--- src/rtl/afu_pkg.sv ---
`default_nettype none

package afu_pkg;

    // Element format and stream widths.
    localparam int DATA_W = 16;
    localparam int FUNC_W = 2;
    localparam int MAG_W  = DATA_W + 1;

    // Configuration port.
    localparam int APB_DATA_W = 32;
    localparam int APB_ADDR_W = 3;
    localparam int CFG_W      = 16;

    localparam logic REG_LEAK_SLOPE = 1'b0;
    localparam logic REG_ELU_ALPHA  = 1'b1;

    localparam logic [CFG_W-1:0] LEAK_SLOPE_RST = 16'd655;
    localparam logic [CFG_W-1:0] ELU_ALPHA_RST  = 16'd256;

    // Activation selector codes carried on tuser.
    localparam logic [FUNC_W-1:0] FUNC_RELU  = 2'd0;
    localparam logic [FUNC_W-1:0] FUNC_LEAKY = 2'd1;
    localparam logic [FUNC_W-1:0] FUNC_ELU   = 2'd2;
    localparam logic [FUNC_W-1:0] FUNC_PASS  = 2'd3;

    // Exponential: |x| * log2(e) in Q24, then a power-of-two table.
    localparam int              LOG2E_W   = 17;
    localparam logic [LOG2E_W-1:0] LOG2E_Q16 = 17'd94548;
    localparam int M_W         = MAG_W + LOG2E_W;
    localparam int FRAC_W      = 24;
    localparam int Q_W         = M_W - FRAC_W;
    localparam int EXP_ENTRIES = 32;
    localparam int EXP_IDX_W   = $clog2(EXP_ENTRIES);
    localparam int W_W         = FRAC_W - EXP_IDX_W;
    localparam int TAB_W       = 17;
    localparam int SH_W        = 5;
    localparam int SH_MAX      = (1 << SH_W) - 1;
    localparam int PROD_W      = TAB_W + W_W;
    localparam int EA_W        = CFG_W + TAB_W;

    localparam logic [TAB_W-1:0] ONE_Q16 = 17'h10000;
    localparam int               Q16_SH  = 16;

    // Stage count of the datapath, output register included.
    localparam int PIPE_STAGES = 6;

    typedef struct packed {
        logic [PIPE_STAGES-1:0] load;
        logic [PIPE_STAGES-1:0] valid;
    } t_pipe_ctl;

    typedef struct packed {
        logic [CFG_W-1:0] leak_slope;
        logic [CFG_W-1:0] elu_alpha;
    } t_cfg;

    // 2^(-k/32) in Q16, rounded to nearest, for k = 0 .. 32.
    function automatic logic [TAB_W-1:0] pow2_rom(input logic [EXP_IDX_W:0] k);
        logic [TAB_W-1:0] v;
        case (k)
            6'd0:    v = 17'd65536;
            6'd1:    v = 17'd64132;
            6'd2:    v = 17'd62757;
            6'd3:    v = 17'd61413;
            6'd4:    v = 17'd60097;
            6'd5:    v = 17'd58809;
            6'd6:    v = 17'd57549;
            6'd7:    v = 17'd56316;
            6'd8:    v = 17'd55109;
            6'd9:    v = 17'd53928;
            6'd10:   v = 17'd52773;
            6'd11:   v = 17'd51642;
            6'd12:   v = 17'd50535;
            6'd13:   v = 17'd49452;
            6'd14:   v = 17'd48393;
            6'd15:   v = 17'd47356;
            6'd16:   v = 17'd46341;
            6'd17:   v = 17'd45348;
            6'd18:   v = 17'd44376;
            6'd19:   v = 17'd43425;
            6'd20:   v = 17'd42495;
            6'd21:   v = 17'd41584;
            6'd22:   v = 17'd40693;
            6'd23:   v = 17'd39821;
            6'd24:   v = 17'd38968;
            6'd25:   v = 17'd38133;
            6'd26:   v = 17'd37316;
            6'd27:   v = 17'd36516;
            6'd28:   v = 17'd35734;
            6'd29:   v = 17'd34968;
            6'd30:   v = 17'd34219;
            6'd31:   v = 17'd33486;
            6'd32:   v = 17'd32768;
            default: v = '0;
        endcase
        return v;
    endfunction

endpackage

`default_nettype wire

--- src/rtl/activation_function_unit.sv ---
// Activation function unit: ReLU, LeakyReLU and ELU on signed Q8.8 elements.
//
// Input stream: s_axis_tdata carries the element, s_axis_tuser the function
// selector (0 ReLU, 1 LeakyReLU, 2 ELU, 3 pass-through) and s_axis_tlast the
// end-of-tensor flag. The output stream returns the activated, saturated
// element with the same tlast. Non-negative elements pass unchanged.
// The APB port holds the LeakyReLU slope (Q0.16, offset 0x0, reset 655) and
// the ELU alpha (Q8.8, offset 0x4, reset 256); write them only while idle.
//
// An accepted input beat reaches the output through the stages of the
// exponential path: scale, table lookup, interpolation multiply, shift,
// alpha multiply and the output register. One beat is taken every cycle
// while a stage is free. When the output is stalled the pipeline keeps
// accepting beats until every stage is full, then drops s_axis_tready;
// nothing is lost or repeated. Reset (synchronous, active low) empties the
// pipeline and restores the register defaults.
`default_nettype none

module activation_function_unit (
    input  wire                                   i_clk,
    input  wire                                   i_rst_n,
    input  wire                                   psel,
    input  wire                                   penable,
    input  wire                                   pwrite,
    input  wire  [afu_pkg::APB_ADDR_W-1:0]        paddr,
    input  wire  [afu_pkg::APB_DATA_W-1:0]        pwdata,
    output logic [afu_pkg::APB_DATA_W-1:0]        prdata,
    output logic                                  pready,
    input  wire                                   s_axis_tvalid,
    output logic                                  s_axis_tready,
    input  wire  [afu_pkg::DATA_W-1:0]            s_axis_tdata,  // [15:0] x_value
    input  wire  [afu_pkg::FUNC_W-1:0]            s_axis_tuser,  // [1:0] func
    input  wire                                   s_axis_tlast,
    output logic                                  m_axis_tvalid,
    input  wire                                   m_axis_tready,
    output logic [afu_pkg::DATA_W-1:0]            m_axis_tdata,  // [15:0] y_value
    output logic                                  m_axis_tlast
);
    import afu_pkg::*;

    localparam int SB_LAST = PIPE_STAGES - 2;
    localparam int LPROD_W = MAG_W + CFG_W;

    t_cfg      cfg;
    t_pipe_ctl ctl;

    logic [DATA_W-1:0] r_x    [0:SB_LAST];
    logic [FUNC_W-1:0] r_func [0:SB_LAST];
    logic              r_neg  [0:SB_LAST];
    logic              r_last [0:SB_LAST];
    logic [MAG_W-1:0]  r_lmag [1:SB_LAST];
    logic [LPROD_W-1:0] r_lprod;
    logic [EA_W-1:0]   r_ea;
    logic [DATA_W-1:0] r_y;
    logic              r_tlast;

    logic [MAG_W-1:0]   in_mag;
    logic [TAB_W-1:0]   exp_e;
    logic [LPROD_W:0]   lprod_up;
    logic [EA_W:0]      ea_up;
    logic [MAG_W-1:0]   emag;
    logic [MAG_W-1:0]   nmag;
    logic [DATA_W-1:0]  n_y;

    afu_csr u_csr (
        .i_clk   (i_clk),
        .i_rst_n (i_rst_n),
        .psel    (psel),
        .penable (penable),
        .pwrite  (pwrite),
        .paddr   (paddr),
        .pwdata  (pwdata),
        .prdata  (prdata),
        .pready  (pready),
        .o_cfg   (cfg)
    );

    afu_ctrl u_ctrl (
        .i_clk       (i_clk),
        .i_rst_n     (i_rst_n),
        .i_in_valid  (s_axis_tvalid),
        .i_out_ready (m_axis_tready),
        .o_in_ready  (s_axis_tready),
        .o_ctl       (ctl)
    );

    // Magnitude of a negative element; the value of -2^15 needs the extra bit.
    assign in_mag = MAG_W'(0) - {s_axis_tdata[DATA_W-1], s_axis_tdata};

    afu_exp u_exp (
        .i_clk (i_clk),
        .i_ctl (ctl),
        .i_mag (in_mag),
        .o_e   (exp_e)
    );

    // Negated results round toward minus infinity, so magnitudes round up.
    assign lprod_up = {1'b0, r_lprod} + (LPROD_W+1)'((1 << Q16_SH) - 1);
    assign ea_up    = {1'b0, r_ea} + (EA_W+1)'((1 << Q16_SH) - 1);
    assign emag     = ea_up[Q16_SH +: MAG_W];

    always_ff @(posedge i_clk) begin
        if (ctl.load[0]) begin
            r_x[0]    <= s_axis_tdata;
            r_func[0] <= s_axis_tuser;
            r_neg[0]  <= s_axis_tdata[DATA_W-1];
            r_last[0] <= s_axis_tlast;
            r_lprod   <= in_mag * cfg.leak_slope;
        end
        for (int k = 1; k <= SB_LAST; k++) begin
            if (ctl.load[k]) begin
                r_x[k]    <= r_x[k-1];
                r_func[k] <= r_func[k-1];
                r_neg[k]  <= r_neg[k-1];
                r_last[k] <= r_last[k-1];
            end
        end
        if (ctl.load[1]) begin
            r_lmag[1] <= lprod_up[Q16_SH +: MAG_W];
        end
        for (int k = 2; k <= SB_LAST; k++) begin
            if (ctl.load[k]) begin
                r_lmag[k] <= r_lmag[k-1];
            end
        end
        if (ctl.load[4]) begin
            r_ea <= cfg.elu_alpha * (ONE_Q16 - exp_e);
        end
        if (ctl.load[PIPE_STAGES-1]) begin
            r_y     <= n_y;
            r_tlast <= r_last[SB_LAST];
        end
    end

    always_comb begin
        case (r_func[SB_LAST])
            FUNC_RELU:  nmag = '0;
            FUNC_LEAKY: nmag = r_lmag[SB_LAST];
            FUNC_ELU:   nmag = emag;
            default:    nmag = '0;
        endcase
        if (!r_neg[SB_LAST] || r_func[SB_LAST] == FUNC_PASS) begin
            n_y = r_x[SB_LAST];
        end else if (nmag > MAG_W'(1 << (DATA_W - 1))) begin
            // Saturate at the most negative code.
            n_y = {1'b1, {(DATA_W-1){1'b0}}};
        end else begin
            n_y = DATA_W'(MAG_W'(0) - nmag);
        end
    end

    assign m_axis_tvalid = ctl.valid[PIPE_STAGES-1];
    assign m_axis_tdata  = r_y;
    assign m_axis_tlast  = r_tlast;

endmodule

`default_nettype wire

--- src/rtl/afu_csr.sv ---
`default_nettype none

module afu_csr (
    input  wire                              i_clk,
    input  wire                              i_rst_n,
    input  wire                              psel,
    input  wire                              penable,
    input  wire                              pwrite,
    input  wire [afu_pkg::APB_ADDR_W-1:0]    paddr,
    input  wire [afu_pkg::APB_DATA_W-1:0]    pwdata,
    output logic [afu_pkg::APB_DATA_W-1:0]   prdata,
    output logic                             pready,
    output afu_pkg::t_cfg                    o_cfg
);
    import afu_pkg::*;

    logic [CFG_W-1:0] r_leak_slope;
    logic [CFG_W-1:0] r_elu_alpha;
    logic             wr_en;
    logic             reg_sel;

    assign pready  = 1'b1;
    assign wr_en   = psel && penable && pwrite;
    // Registers sit on a four-byte pitch, so bit 2 picks the register.
    assign reg_sel = paddr[2];

    always_ff @(posedge i_clk) begin
        if (!i_rst_n) begin
            r_leak_slope <= LEAK_SLOPE_RST;
            r_elu_alpha  <= ELU_ALPHA_RST;
        end else if (wr_en) begin
            if (reg_sel == REG_LEAK_SLOPE) begin
                r_leak_slope <= pwdata[CFG_W-1:0];
            end else begin
                r_elu_alpha <= pwdata[CFG_W-1:0];
            end
        end
    end

    always_comb begin
        if (reg_sel == REG_ELU_ALPHA) begin
            prdata = {{(APB_DATA_W-CFG_W){1'b0}}, r_elu_alpha};
        end else begin
            prdata = {{(APB_DATA_W-CFG_W){1'b0}}, r_leak_slope};
        end
    end

    assign o_cfg.leak_slope = r_leak_slope;
    assign o_cfg.elu_alpha  = r_elu_alpha;

endmodule

`default_nettype wire

--- src/rtl/afu_ctrl.sv ---
`default_nettype none

module afu_ctrl (
    input  wire                  i_clk,
    input  wire                  i_rst_n,
    input  wire                  i_in_valid,
    input  wire                  i_out_ready,
    output logic                 o_in_ready,
    output afu_pkg::t_pipe_ctl   o_ctl
);
    import afu_pkg::*;

    logic [PIPE_STAGES-1:0] r_valid;
    logic [PIPE_STAGES-1:0] n_valid;
    logic [PIPE_STAGES:0]   rdy;
    logic [PIPE_STAGES-1:0] load;

    // A stage may take a new beat when it is empty or its contents move on,
    // so bubbles are squeezed out while the output is stalled.
    always_comb begin
        rdy[PIPE_STAGES] = i_out_ready;
        for (int k = PIPE_STAGES - 1; k >= 0; k--) begin
            rdy[k] = !r_valid[k] || rdy[k+1];
        end
        for (int k = 0; k < PIPE_STAGES; k++) begin
            if (k == 0) begin
                n_valid[k] = rdy[k] ? i_in_valid : r_valid[k];
                load[k]    = rdy[k] && i_in_valid;
            end else begin
                n_valid[k] = rdy[k] ? r_valid[k-1] : r_valid[k];
                load[k]    = rdy[k] && r_valid[k-1];
            end
        end
    end

    always_ff @(posedge i_clk) begin
        if (!i_rst_n) begin
            r_valid <= '0;
        end else begin
            r_valid <= n_valid;
        end
    end

    assign o_in_ready  = rdy[0];
    assign o_ctl.load  = load;
    assign o_ctl.valid = r_valid;

endmodule

`default_nettype wire

--- src/rtl/afu_exp.sv ---
`default_nettype none

module afu_exp (
    input  wire                          i_clk,
    input  afu_pkg::t_pipe_ctl           i_ctl,
    input  wire [afu_pkg::MAG_W-1:0]     i_mag,
    output logic [afu_pkg::TAB_W-1:0]    o_e
);
    import afu_pkg::*;

    // Stage 1: scale by log2(e).
    logic [M_W-1:0]       r_m;
    // Stage 2: table lookup.
    logic [TAB_W-1:0]     r_t0_2;
    logic [TAB_W-1:0]     r_d;
    logic [W_W-1:0]       r_w;
    logic [Q_W-1:0]       r_q2;
    // Stage 3: interpolation product.
    logic [PROD_W-1:0]    r_prod;
    logic [TAB_W-1:0]     r_t0_3;
    logic [Q_W-1:0]       r_q3;
    // Stage 4: integer part applied as a right shift.
    logic [TAB_W-1:0]     r_e;

    logic [EXP_IDX_W-1:0] idx;
    logic [EXP_IDX_W:0]   idx_next;
    logic [TAB_W-1:0]     t0;
    logic [TAB_W-1:0]     t1;
    logic [TAB_W-1:0]     p;

    assign idx      = r_m[FRAC_W-1 -: EXP_IDX_W];
    assign idx_next = {1'b0, idx} + 1'b1;
    assign t0       = pow2_rom({1'b0, idx});
    assign t1       = pow2_rom(idx_next);
    assign p        = r_t0_3 - r_prod[PROD_W-1:W_W];

    always_ff @(posedge i_clk) begin
        if (i_ctl.load[0]) begin
            r_m <= i_mag * LOG2E_Q16;
        end
        if (i_ctl.load[1]) begin
            r_t0_2 <= t0;
            r_d    <= t0 - t1;
            r_w    <= r_m[W_W-1:0];
            r_q2   <= r_m[M_W-1:FRAC_W];
        end
        if (i_ctl.load[2]) begin
            r_prod <= r_d * r_w;
            r_t0_3 <= r_t0_2;
            r_q3   <= r_q2;
        end
        if (i_ctl.load[3]) begin
            // Beyond 31 halvings the power of two is below one LSB.
            if (r_q3 > Q_W'(SH_MAX)) begin
                r_e <= '0;
            end else begin
                r_e <= p >> r_q3[SH_W-1:0];
            end
        end
    end

    assign o_e = r_e;

endmodule

`default_nettype wire

--- config.mk ---
export PLATFORM = sky130hd
export DESIGN_NAME = activation_function_unit
export DESIGN_NICKNAME = d
export VERILOG_FILES = /design/src/rtl/afu_pkg.sv /design/src/rtl/activation_function_unit.sv /design/src/rtl/afu_csr.sv /design/src/rtl/afu_ctrl.sv /design/src/rtl/afu_exp.sv
export SDC_FILE = /design/constraint.sdc
export NUM_CORES = 2
export LEC_CHECK = 0
export BUFFER_PORTS_ARGS = -buffer_cell sky130_fd_sc_hd__buf_2
export CAP_MARGIN = 25
export CORE_ASPECT_RATIO = 1.75
export CORE_MARGIN = 1.5
export CORE_UTILIZATION = 55
export DETAILED_ROUTE_END_ITERATION = 8
export GPL_TIMING_DRIVEN = 1
export PLACE_DENSITY = 0.69
export SLEW_MARGIN = 0
export SYNTH_ARGS = -nofsm -noshare
export SYNTH_HDL_FRONTEND = slang
export SYNTH_SLANG_ARGS = --single-unit
--- constraint.sdc ---
create_clock -name i_clk -period 23.9 [get_ports i_clk]
set_input_delay 4.78 -clock i_clk [delete_from_list [all_inputs] [get_ports i_clk]]
set_output_delay 4.78 -clock i_clk [all_outputs]
set_load 0.1 [all_outputs]
After elaboration in Yosys (flattened, before gate mapping) --
Memories as Yosys holds them, arrays and structs flattened. A register that Yosys moved wholly into a read port is not among the register bits. Cells that the tools add are included.
Cells by class: shift-type cells 1, $add $sub $neg 8, magnitude comparators 2, multipliers 4, reductions and logical operators 24, muxes and demuxes 15, eq/ne operators 3, bitwise gates (word level) 1
Operators with widths (number):
- adder 33 x 16 -> 33 bit (second input constant) | 2
- 2-to-1 mux 16 bit | 3
- multiplier 17 x 17 -> 34 bit | 1
- one-hot mux 17 bit (2 select lines) | 1
- subtractor 17 bit | 2
- multiplier 17 x 16 -> 33 bit | 1
- multiplier 17 x 18 -> 33 bit | 1
- multiplier 17 x 15 -> 32 bit (second input constant) | 1
- subtractor 17 x 17 -> 18 bit (first input constant) | 1
- greater-than comparator 17 x 16 -> 1 bit (second input constant) | 1
- >> shifter 17 x 5 -> 17 bit | 1
- subtractor 1 x 16 -> 17 bit (first input constant) | 1
- subtractor 1 x 16 -> 16 bit (first input constant) | 1
- greater-than comparator 10 x 5 -> 1 bit (second input constant) | 1
- 2-to-1 mux 1 bit | 10
- logical AND 1 bit | 8
- zero test 1 bit | 7
- logical OR 1 bit | 7
- adder 5 x 1 -> 6 bit (second input constant) | 1
- 2-to-1 mux 5 bit | 1
- equality test 2 bit (second input constant) | 2
- AND reduction 2 bit | 2
- equality test 2 x 1 -> 1 bit (second input constant) | 1
- inverter 1 bit | 1
Word-level totals: register bits 293, RAM bits 168, input port bits 61, memories kept 7, output and inout bits 52, bits in read-only memories 1632
Memories:
- (name not given) | words 64, bits a word 17, rd ports 1, clocked after Yosys merged registers in 0, wr ports 0, line afu_pkg.sv:61 | case (k)
- (name not given) | words 32, bits a word 17, rd ports 1, clocked after Yosys merged registers in 1, wr ports 0, line afu_pkg.sv:61
- r_x | words 5, bits a word 16, rd ports 5, clocked after Yosys merged registers in 0, wr ports 5, line activation_function_unit.sv:47 | logic [DATA_W-1:0] r_x [0:SB_LAST];
- r_lmag | words 4, bits a word 17, rd ports 4, clocked after Yosys merged registers in 0, wr ports 4, line activation_function_unit.sv:51 | logic [MAG_W-1:0] r_lmag [1:SB_LAST];
- r_func | words 5, bits a word 2, rd ports 5, clocked after Yosys merged registers in 0, wr ports 5, line activation_function_unit.sv:48 | logic [FUNC_W-1:0] r_func [0:SB_LAST];
- r_last | words 5, bits a word 1, rd ports 5, clocked after Yosys merged registers in 1, wr ports 5, line activation_function_unit.sv:50 | logic r_last [0:SB_LAST];
- 1 more memories

Longest topological paths before layout --
depth after elaboration 10, depth in mapped cells 32, mapped depth without buffers 29

Modules after synthesis --
Synthesis repeated with hierarchy kept, for this count alone.
Second synthesis, totals: cell total of the unflattened synthesis 5218, area, all modules 53351.2 µm²
Modules (own cells, without submodules):
- activation_function_unit | cells an instance 2763, instances 1, area an instance 28914.0 µm²
- afu_exp | cells an instance 2254, instances 1, area an instance 22515.3 µm²
- afu_csr | cells an instance 169, instances 1, area an instance 1637.8 µm²
- afu_ctrl | cells an instance 32, instances 1, area an instance 284.0 µm²

Least setup slack after synthesis --
Ideal clock, no wire load.
kind in2reg, start point in m_axis_tready, end point mem r_func[1][0], in the netlist r_func[0][2], enable pin, arrival 12180 ps, library setup time 698 ps, setup slack 11023 ps, cell stages on the path 4, buffers on the path 0, cells stage by stage nor2b_1 and3_1 and2_1 a21boi_0
RTL lines:
- start: declaration | line activation_function_unit.sv:35 | input wire m_axis_tready,
- end: declaration | line activation_function_unit.sv:48

Worst setup path in the final report --
start point in s_axis_tdata[0] (netlist name), end point reg r_lprod[32], data pin
Between the ends: word-level cells in the longest chain between the ends 2
RTL lines:
- start: declaration | line activation_function_unit.sv:31 | input wire [afu_pkg::DATA_W-1:0] s_axis_tdata,
- subtractor 1 x 16 -> 17 bit | line activation_function_unit.sv:88 | assign in_mag = MAG_W'(0) - {s_axis_tdata[DATA_W-1], s_axis_tdata};
- multiplier 17 x 16 -> 33 bit | line activation_function_unit.sv:108 | r_lprod <= in_mag * cfg.leak_slope;
- end signal: assignment | line activation_function_unit.sv:108
- end: declaration | line activation_function_unit.sv:52 | logic [LPROD_W-1:0] r_lprod;
No other way between the ends. A chain may end at the register's enable or synchronous reset.

==> flow_summary_export.csv <==
group,metric,value,unit
clocking,ctsResizeCount,0,
worst_setup_path,crit_buf_inv,7,
die,die_w,239,um
routing,via_per_inst,5.64,
clocking,clk_path_buf_depth,3,
worst_setup_path,critPathLaunchType,"input port",
worst_setup_path,cpMaxStageDelayCell,"fa_1",
sta,finalSetupViolCount,0,
cells_and_area,final_common_cell,"inv_1",
worst_setup_path,cpLargestDelayFamily,"adder cells",
cells_and_area,regArea,13100,um^2
sta,slew_headroom,28.3,%
worst_setup_path,worstPathRequired,24370,ps
clocking,cts_made_buffers,43,
yosys,yosysSeqAreaShare,24.3,%
global_route,antenna_found_initial,5,
routing,drtAntennaViolNets,0,
routing,drc,0,
sta,tns,0,ps
routing,drt_first_pass_iters,6,
sta,timing.fmax,0.0789,GHz
sta,worst_pin_slew,1070,ps
global_route,grt_max_degree,70,
cells_and_area,syn_to_final_growth,6.39,%
die,ios,113,
clocking,cts_hold_buf,0,
die,fp.dieH,416,um
sta,clock-skew-final,30.7,ps
die,initial_core_util,55.6,%
worst_setup_path,critPathKind,"in -> reg",
placed_design,dpl.hpwl,109,mm
yosys,syn_inst,5405,
cells_and_area,multi_input_area,35900,um^2
cells_and_area,final_nets,6721,
global_route,grt_first_pass_wirelength,218,mm
yosys,synth_area,53700,um^2
sta,finalHoldViolCount,0,
sta,fin_crit_sh,53.0,%
cells_and_area,mostFrequentLayoutCells,"1090 x inv_1, 782 x fa_1, 675 x nand2_1",
clocking,cts_root_buf,"clkbuf_16",
yosys,async_flop_share,0,%
yosys,ys_ff_latch,453,
worst_setup_path,critPathMaxStageDelay,600,ps
die,core_area,96700,um^2
yosys,synth_top_flop_cell,"edfxtp_1",
clocking,clk_latency,630,ps
sta,fin_crit,12680,ps
cells_and_area,final_util,59.1,%
clocking,htreeDepth,2,
clocking,clkTransAtPathRegs,60,ps
yosys,yosysWarningCount,0,
global_route,grt_pass1_vias,40816,
placed_design,port_buffers,77,
routing,drtIter0Drc,1915,
global_route,overflow,0,
placed_design,finalWeightedCongestion,0.926,
clocking,tritoncts,"yes",
worst_setup_path,cp_max_fo,27,
worst_setup_path,cpMostUsedCell,"fa_1",
clocking,post-cts-setup-buffers,0,
cells_and_area,fill_cells,8285,
placed_design,place_area,55600,um^2
die,die_area,99700,um^2
global_route,grt_use_total,28.7,%
sta,rsz0062_at_grt,"false",
sta,hold_ws,390,ps
job,maxCapViolations,0,
routing,vias,37911,
worst_setup_path,crit_arrival,13150,ps
yosys,synth_cell_types,91,
sta,drv_slew,0,
yosys,syn-mean-instance-area,9.94,um^2
clocking,clock-sinks,453,
cells_and_area,stdcell_area,57200,um^2
yosys,synth_edf_count,398,
cells_and_area,layout-drive-gt1-share,5.65,%
worst_setup_path,cp-end-kind,"flip-flop",
routing,wirelength,137,mm
outcome,outcome,"complete, no violations",
die,rows,151,
hold_path,hp-class,"reg -> reg",
routing,wl_per_cell,20.4,um
==> sequential cells by signal, indices dropped and copies added, names as in the netlist, 16 cells and up <==
name / cells
r_x: 75
r_lmag: 68
r_ea: 33
r_lprod: 33
u_exp.r_m: 32
u_exp.o_e: 17
u_exp.r_d: 17
u_exp.r_prod: 17
u_exp.r_t0_2: 17
u_exp.r_t0_3: 17
u_exp.r_w: 17
u_exp.t0: 17
m_axis_tdata: 16
u_csr.r_elu_alpha: 16
u_csr.r_leak_slope: 16
==> logic make-up (layout without fill, tap and decap cells) <==
kind of cell	after synthesis	count (layout)	synth area share, %
flops	453	453	24.3
compound gates	579	579	7.50
xor+xnor	224	224	3.65
buf+inv	1325	1321	9.41
simple gates	1509	1509	13.7
mux	34	34	0.724
other cells	2	21	0.0140
fa+ha+maj	1279	1279	40.7
==> final cells by class <==
type                       count  share of cell area [%]
antenna                        4                  0.0175
clock buffer                  56                    2.02
clock inverter                24                   0.608
inverter                    1096                    7.20
multi-input combinational   3642                    62.9
sequential                   453                    22.8
tap                         1300                    2.85
timing repair buffer         145                    1.61
==> through the flow <==
step | setup slack (ps) | instances
after floorplan | 11020 | 5420
after global placement | 10690 | 6632
after detailed placement | 10630 | 6633
after CTS | 11240 | 6713
after global routing | 10840 | 6719
final | 11220 | 6720
==> cells in the mapped netlist, types with 55 or more instances <==
library cell  count  share of area, %
nor3_1           66              0.61
o21ai_0          90              0.84
nand3_1          75              0.70
xnor2_1         161               2.6
xor2_1           63               1.0
ha_1            497                12
nor2_1          122              0.85
fa_1            782                29
a21oi_1         130               1.2
edfxtp_1        398                22
and2_1          393               4.6
inv_1          1091               7.6
clkbuf_1        204               1.4
dfxtp_1          55               2.0
nand2_1         675               4.7
==> layer usage <==
layer | vias up | wire (um) | track usage (%)
met2 | 1194 | 74400 | 54.0
met5 | - | 16 | 0
met1 | 19108 | 44200 | 28.2
li1 | 17077 | - | -
met4 | 4 | 12400 | 22.4
met3 | 528 | 5860 | 3.26
==> final timing paths <==
kind | startpoint | to | slack [ps] | cells past startpoint
worst max register to register | u_exp.o_e[4] | r_ea[32] | 14690 | 28
worst min register to register | u_exp.r_q2[7] | u_exp.r_q3[7] | 390 | 0
worst min-delay path | u_exp.r_q2[7] | u_exp.r_q3[7] | 390 | 0
worst max-delay path | s_axis_tdata[0] | r_lprod[32] | 11220 | 28
Power is left out: the tool's default activity adds up to more than one toggle a clock period on the data nets, which glitch-free logic cannot reach.
